[config.mk]
export PLATFORM = sky130hd
export DESIGN_NAME = hpt_ctrl
export DESIGN_NICKNAME = d
export VERILOG_FILES = /design/src/hdl/hashed_page_table_core_macros.svh /design/src/hdl/hpt_pkg.sv /design/src/hdl/hpt_ctrl.sv
export SDC_FILE = /design/constraint.sdc
export NUM_CORES = 1
export LEC_CHECK = 0
export BUFFER_PORTS_ARGS = -buffer_cell sky130_fd_sc_hd__buf_2
export CELL_PAD_IN_SITES_DETAIL_PLACEMENT = 2
export CELL_PAD_IN_SITES_GLOBAL_PLACEMENT = 2
export CORE_ASPECT_RATIO = 1.2
export CORE_UTILIZATION = 21
export DETAILED_ROUTE_END_ITERATION = 10
export GPL_ROUTABILITY_DRIVEN = 0
export PLACE_DENSITY_LB_ADDON = 0.1
export RECOVER_POWER = 100
export SLEW_MARGIN = 40
export SYNTH_ARGS = -nofsm -noshare
export SYNTH_HDL_FRONTEND = slang
export SYNTH_SLANG_ARGS = --single-unit
[constraint.sdc]
create_clock -name clk -period 3.1 [get_ports clk]
set_input_delay 0.62 -clock clk [delete_from_list [all_inputs] [get_ports clk]]
set_output_delay 0.62 -clock clk [all_outputs]
set_load 0.01 [all_outputs]
[src/hdl/hashed_page_table_core_macros.svh]
// assertion macros shared by the hashed page table core
`ifndef HASHED_PAGE_TABLE_CORE_MACROS_SVH
`define HASHED_PAGE_TABLE_CORE_MACROS_SVH

// same-cycle implication
`define HPT_ASSERT_NOW(label, clk, rst, ante, cons, msg) \
  label: assert property (@(posedge clk) disable iff (rst) (ante) |-> (cons)) \
    else $error(msg);

// next-cycle implication
`define HPT_ASSERT_NEXT(label, clk, rst, ante, cons, msg) \
  label: assert property (@(posedge clk) disable iff (rst) (ante) |=> (cons)) \
    else $error(msg);

`endif

[src/hdl/hpt_pkg.sv]
// types, codes and default sizes of the hashed page table core
package hpt_pkg;

  localparam int BUCKETS_DEF        = 1024;
  localparam int OVERFLOW_NODES_DEF = 1024;
  localparam int ID_BITS_DEF        = 8;
  localparam int PAGE_SHIFT_DEF     = 12;

  localparam int VA_W   = 32;
  localparam int WORD_W = 32;
  localparam int SID_W  = 8;

  localparam int HASH_W_DEF = (ID_BITS_DEF > VA_W - PAGE_SHIFT_DEF) ?
                              ID_BITS_DEF : VA_W - PAGE_SHIFT_DEF;

  typedef enum logic [1:0] {
    OP_LOOKUP = 2'd0,
    OP_INSERT = 2'd1,
    OP_DELETE = 2'd2,
    OP_UPDATE = 2'd3
  } op_t;

  typedef enum logic [1:0] {
    ST_OK        = 2'd0,
    ST_NOT_FOUND = 2'd1,
    ST_NO_MEMORY = 2'd2
  } status_t;

  typedef enum logic [2:0] {
    WR_NONE,
    WR_CLEAR,
    WR_INVALIDATE,
    WR_WORD,
    WR_FILL,
    WR_LINK,
    WR_FRESH
  } wr_kind_t;

  typedef enum logic [2:0] {
    S_CLEAR,
    S_IDLE,
    S_HASH,
    S_EVAL,
    S_APPEND,
    S_DONE
  } state_t;

  typedef struct packed {
    logic     req_ready;
    logic     hash_start;
    logic     rd_head;
    logic     rd_next;
    wr_kind_t wr;
    logic     pool_inc;
    logic     res_load;
    status_t  res_status;
    logic     res_take_word;
    logic     out_load;
    logic     clr_step;
  } cmd_t;

  typedef struct packed {
    logic req_valid;
    op_t  op;
    logic hash_done;
    logic hit;
    logic node_valid;
    logic has_next;
    logic pool_full;
    logic out_free;
    logic clr_last;
  } stat_t;

endpackage

[src/hdl/hpt_ctrl.sv]
// request sequencer of the hashed page table
module hpt_ctrl (
  input  logic           clk,
  input  logic           rst,
  input  hpt_pkg::stat_t stat,
  output hpt_pkg::cmd_t  cmd
);

  hpt_pkg::state_t state;
  hpt_pkg::state_t state_next;

  always_ff @(posedge clk) begin
    if (rst) begin
      state <= hpt_pkg::S_CLEAR;
    end else begin
      state <= state_next;
    end
  end

  always_comb begin
    state_next = state;
    cmd        = '0;
    case (state)
      hpt_pkg::S_CLEAR: begin
        cmd.clr_step = 1'b1;
        cmd.wr       = hpt_pkg::WR_CLEAR;
        if (stat.clr_last) begin
          state_next = hpt_pkg::S_IDLE;
        end
      end
      hpt_pkg::S_IDLE: begin
        cmd.req_ready = 1'b1;
        if (stat.req_valid) begin
          cmd.hash_start = 1'b1;
          state_next     = hpt_pkg::S_HASH;
        end
      end
      hpt_pkg::S_HASH: begin
        if (stat.hash_done) begin
          cmd.rd_head = 1'b1;
          state_next  = hpt_pkg::S_EVAL;
        end
      end
      hpt_pkg::S_EVAL: begin
        if (stat.op == hpt_pkg::OP_INSERT) begin
          if (!stat.node_valid) begin
            cmd.wr         = hpt_pkg::WR_FILL;
            cmd.res_load   = 1'b1;
            cmd.res_status = hpt_pkg::ST_OK;
            state_next     = hpt_pkg::S_DONE;
          end else if (stat.has_next) begin
            cmd.rd_next = 1'b1;
          end else if (stat.pool_full) begin
            cmd.res_load   = 1'b1;
            cmd.res_status = hpt_pkg::ST_NO_MEMORY;
            state_next     = hpt_pkg::S_DONE;
          end else begin
            cmd.wr     = hpt_pkg::WR_LINK;
            state_next = hpt_pkg::S_APPEND;
          end
        end else if (stat.hit) begin
          cmd.res_load   = 1'b1;
          cmd.res_status = hpt_pkg::ST_OK;
          state_next     = hpt_pkg::S_DONE;
          case (stat.op)
            hpt_pkg::OP_LOOKUP: cmd.res_take_word = 1'b1;
            hpt_pkg::OP_DELETE: cmd.wr = hpt_pkg::WR_INVALIDATE;
            hpt_pkg::OP_UPDATE: cmd.wr = hpt_pkg::WR_WORD;
            default: ;
          endcase
        end else if (stat.has_next) begin
          cmd.rd_next = 1'b1;
        end else begin
          cmd.res_load   = 1'b1;
          cmd.res_status = hpt_pkg::ST_NOT_FOUND;
          state_next     = hpt_pkg::S_DONE;
        end
      end
      hpt_pkg::S_APPEND: begin
        cmd.wr         = hpt_pkg::WR_FRESH;
        cmd.pool_inc   = 1'b1;
        cmd.res_load   = 1'b1;
        cmd.res_status = hpt_pkg::ST_OK;
        state_next     = hpt_pkg::S_DONE;
      end
      hpt_pkg::S_DONE: begin
        if (stat.out_free) begin
          cmd.out_load = 1'b1;
          state_next   = hpt_pkg::S_IDLE;
        end
      end
      default: begin
        state_next = hpt_pkg::S_IDLE;
      end
    endcase
  end

endmodule

Word level (Yosys, flattened, before mapping):

Index checks and enable logic that the tools add are counted.

* eq/ne operators: 14
* multiplexer cells: 41
* reduce and logical (&&, ||, !) cells: 3

Operators with widths (number)
* $mux 3: 19
* $pmux 3 s6: 1
* $mux 1: 16
* $pmux 3 s3: 1
* $ne 2x2->1 const B: 4
* $ne 4x4->1 const B: 2
* $eq 3x2->1 const B: 2
* $eq 3x3->1 const B: 2
* $pmux 3 s2: 1
* $reduce_and 6->1: 1
* $eq 2x2->1 const B: 2
* $mux 4: 1
* $pmux 2 s2: 1
* $eq 3x1->1 const B: 1
* $logic_not 3->1: 1
* $eq 2x1->1 const B: 1
* $logic_not 2->1: 1
* $mux 2: 1

* bits in registers: 3
* bits of input ports: 12
* output and inout port bits: 14
* word-level logic and storage cells: 59

Longest topological paths before layout:

* depth in word-level cells: 5
* depth in mapped cells: 5
* depth with buffers taken out: 4

Worst setup path before layout:

No wires, ideal clock.

* path kind: input to output
* start: input stat[8] in the netlist's numbering
* end: output cmd[5] in the netlist's numbering
* arrival time: 1.341 ns
* data required time: 2.480 ns
* path slack: 1.139 ns
* stages: 4
* buffers on the path: 0
* cells stage by stage: nand2b_4 -> nor3b_1 -> o21ai_1 -> a21o_1

RTL lines
* start: declaration: line hpt_ctrl.sv:5 `input hpt_pkg::stat_t stat,`
* end: declaration: line hpt_ctrl.sv:6 `output hpt_pkg::cmd_t cmd`

==> results by group <==
Timing
  • Clock Skew: approximately 0.0033 ns
  • Fmax: 406.1 MHz
  • Tmin final: between 2 and 2.5 ns
  • Final Hold Fails: 0
  • RSZ-0062 raised after global routing: no
  • TNS Setup: 0 ns
  • Final setup vio count: 0
  • Fin crit share: about four fifths
  • Least-Margin Pin Slew: around 0.75 ns
  • Worst slew margin: 48.79%
  • Slew Limit Fails: 0

Synth
  • Cell count after synthesis: 52
  • Share of the yosys chip area belonging to registers: approximately 15%
  • Synth unique cells: 30
  • Post-Syn Area: between 400 and 500 µm²
  • Yosys Warn Count: 0
  • Syn Nets: 64
  • Synth async-reset ratio: 0%
  • Post-synth top flop: dfxtp_1
  • Avg Synthesized Cell Area: around 8 µm²
  • Number of synthesized flops with an enable pin: 0
  • Yosys reg bits: 3

Place
  • PortBufs: 25
  • Placement-stage cell area: roughly 540 µm²
  • HPWL after DPL: approximately 1200 µm

Run
  • Max_cap viols: 0

Route
  • Via-to-Cell Ratio: approximately 5.2
  • Routed len/inst: roughly 15 µm
  • # DRC: 0
  • Initial DRC Count: 1
  • Remaining antenna violation count: 0
  • Vias post-DR: about 510
  • DRT Wirelength: about 1400 µm
  • TritonRoute pass-1 iters: 2

Cells and area
  • Design area: approximately 520 µm²
  • Max FFs per register: 3
  • Area delta synth->final: 29.41%
  • Fill cells: around 250
  • Antenna cells: 0
  • Biggest regs: state x3
  • Nets: just over 90
  • Layout cell share with drive strength beyond 1: between 20% and 30%
  • Most frequent cells in the layout: 13 x clkbuf_1, 13 x buf_2, 6 x nor2_1, 5 x nand2_1, 4 x a21oi_1
  • Biggest register: state

Die
  • Site Rows: 17
  • Die Y: 50.06 µm
  • Die ar.: about 2100 µm²
  • IO Pins: 26
  • Chip width: around 42 µm
  • Initial Util: between 20% and 30%
  • Core box area: 1829 µm²

Global route
  • Largest net degree at the start of global routing: 10
  • GR Overflow Total: 0
  • Initial antenna violation count: 0
  • Tot GR Track Use: 14.69%
  • First-pass GRT wire length: between 2000 and 2500 µm
  • Vias in the first global route: around 530

Power
  • Power Density: ~470 nW/µm²
  • Pint: between 100 and 150 µW
  • Switch Pwr: approximately 100 µW
  • P_leak: around 0.00023 µW
  • VDD IR max: around 200 µV
  • Clock Power Share: between 20 and 30%
  • Seq pwr share: 24.7%
  • Switching part of the total: between 40% and 50%
  • Combinational fraction of design power: between 40% and 50%

Critical path
  • RR Endpoint: state[0]$_SDFFE_PP0P_
  • Critical path class: flop to output pin
  • Reg-to-Reg Start: state[0]$_SDFFE_PP0P_
  • Data arrival, critical path: ~1.8 ns
  • R2R cell count: 4
  • Critical path data required time: between 2 and 2.5 ns
  • Crit Path Max Fanout: 9
  • Reg2Reg Setup Slack: roughly 1.3 ns
  • Startpoint Class: flop
  • CP endpoint kind: output pin

CTS
  • TritonCTS Sinks: 3
  • CTS Buf Count: 3
  • Hold-fix buffers at CTS: 0
  • Max clock buf depth: 2
  • Post-CTS Repair Setup Buffers: 0
  • H-tree Lvls: 1
  • Clock Latency Late Sink: around 0.24 ns
  • CTS Root Cell: clkbuf_4
  • TritonCTS clock tree: done
  • Clock slew seen by the registers of the worst setup and hold paths: around 0.04 ns
  • Cells resized by post-CTS repair: 0

Worst hold path
  • Worst hold start: rst
  • Hold Path Class: input pin to flop
  • Hold EP: state[0]$_SDFFE_PP0P_
  • Hold path cells: 2

Outcome
  • Run status: finished, final reports clean
-- power groups by stage --
stage	Combinational [µW]	Sequential, µW	Clock [µW]
after floorplan	87.3	52.0	0
after global placement	123	63.8	0
after detailed placement	123	64.0	0
after CTS	124	63.3	74.9
after global routing	128	62.9	73.7
final	114	60.0	69.8
-- kinds of logic after synthesis --
family / share of synthesized area, %
simple gates: 44.27
compound gates: 34.06
buf+inv: 4.335
mux: 2.477
flops: 14.86
-- Yosys cell counts, types with 2 or more instances --
| cell | count | area, µm² |
|---|---|---|
| nand2_1 | 5 | 18.77 |
| nor2b_1 | 2 | 12.51 |
| a21oi_1 | 4 | 20.02 |
| inv_1 | 2 | 7.510 |
| a31o_2 | 2 | 17.52 |
| dfxtp_1 | 3 | 60.06 |
| nor3b_1 | 2 | 15.01 |
| nor2_1 | 6 | 22.52 |
| nor3_1 | 3 | 15.01 |
| a21o_1 | 2 | 15.01 |
| buf_2 | 2 | 10.01 |
-- stage by stage --
stage | util (%) | hold WS (ns) | setup slack, ns | total power, µW | std cells
2_1_floorplan | - | 0.6183 | 1.139 | 139.3 | 52
3_3_place_gp | 29.69 | 0.7400 | 0.7958 | 186.6 | 94
3_5_place_dp | 29.69 | 0.7362 | 0.7538 | 187.5 | 94
4_1_cts | 31.12 | 0.6141 | 0.7528 | 262.2 | 98
5_1_grt | 28.59 | 0.6495 | 0.4493 | 264.6 | 98
6_report | 28.59 | 0.6254 | 0.6374 | 243.3 | 98
-- layer usage --
| layer | part of all wire [%] | routed length [µm] | vias to the layer above | GRT usage (%) |
|---|---|---|---|---|
| met2 | 52 | 745 | 21 | 27.34 |
| met4 | 2.7 | 39 | 0 | 8.333 |
| met3 | 4.9 | 71 | 4 | 0.3663 |
| met5 | 0 | 0 | - | 0 |
| li1 | - | - | 246 | - |
| met1 | 41 | 588 | 240 | 16.41 |
-- area by class of cell --
type                       instances  area, µm²  share of cell area (%)
clock buffer                       4      26.28                   5.024
inverter                           2      7.507                   1.435
multi-input combinational         45      295.3                   56.46
sequential                         3      60.06                   11.48
tap                               19      23.77                   4.545
timing repair buffer              25      110.1                   21.05
-- worst max-delay path, cell delays in order, from the launching register on --
cell	delay [ns]
dfxtp_1	0.48
nand3b_1	0.21
a2111oi_0	0.70
clkbuf_1	0.21
-- how the worst max path moves through the flow --
stage	end	from	slack, ns	depth (start not counted)
final	cmd[10]	state[0]$_SDFFE_PP0P_	0.64	3
after detailed placement	cmd[5]	stat[8]	0.75	6
after global placement	cmd[5]	stat[8]	0.80	6
after floorplan	cmd[5]	stat[8]	1.14	4
after global routing	cmd[10]	state[0]$_SDFFE_PP0P_	0.45	3
after CTS	cmd[5]	stat[8]	0.75	6
Power figures use the tool's default switching activity.
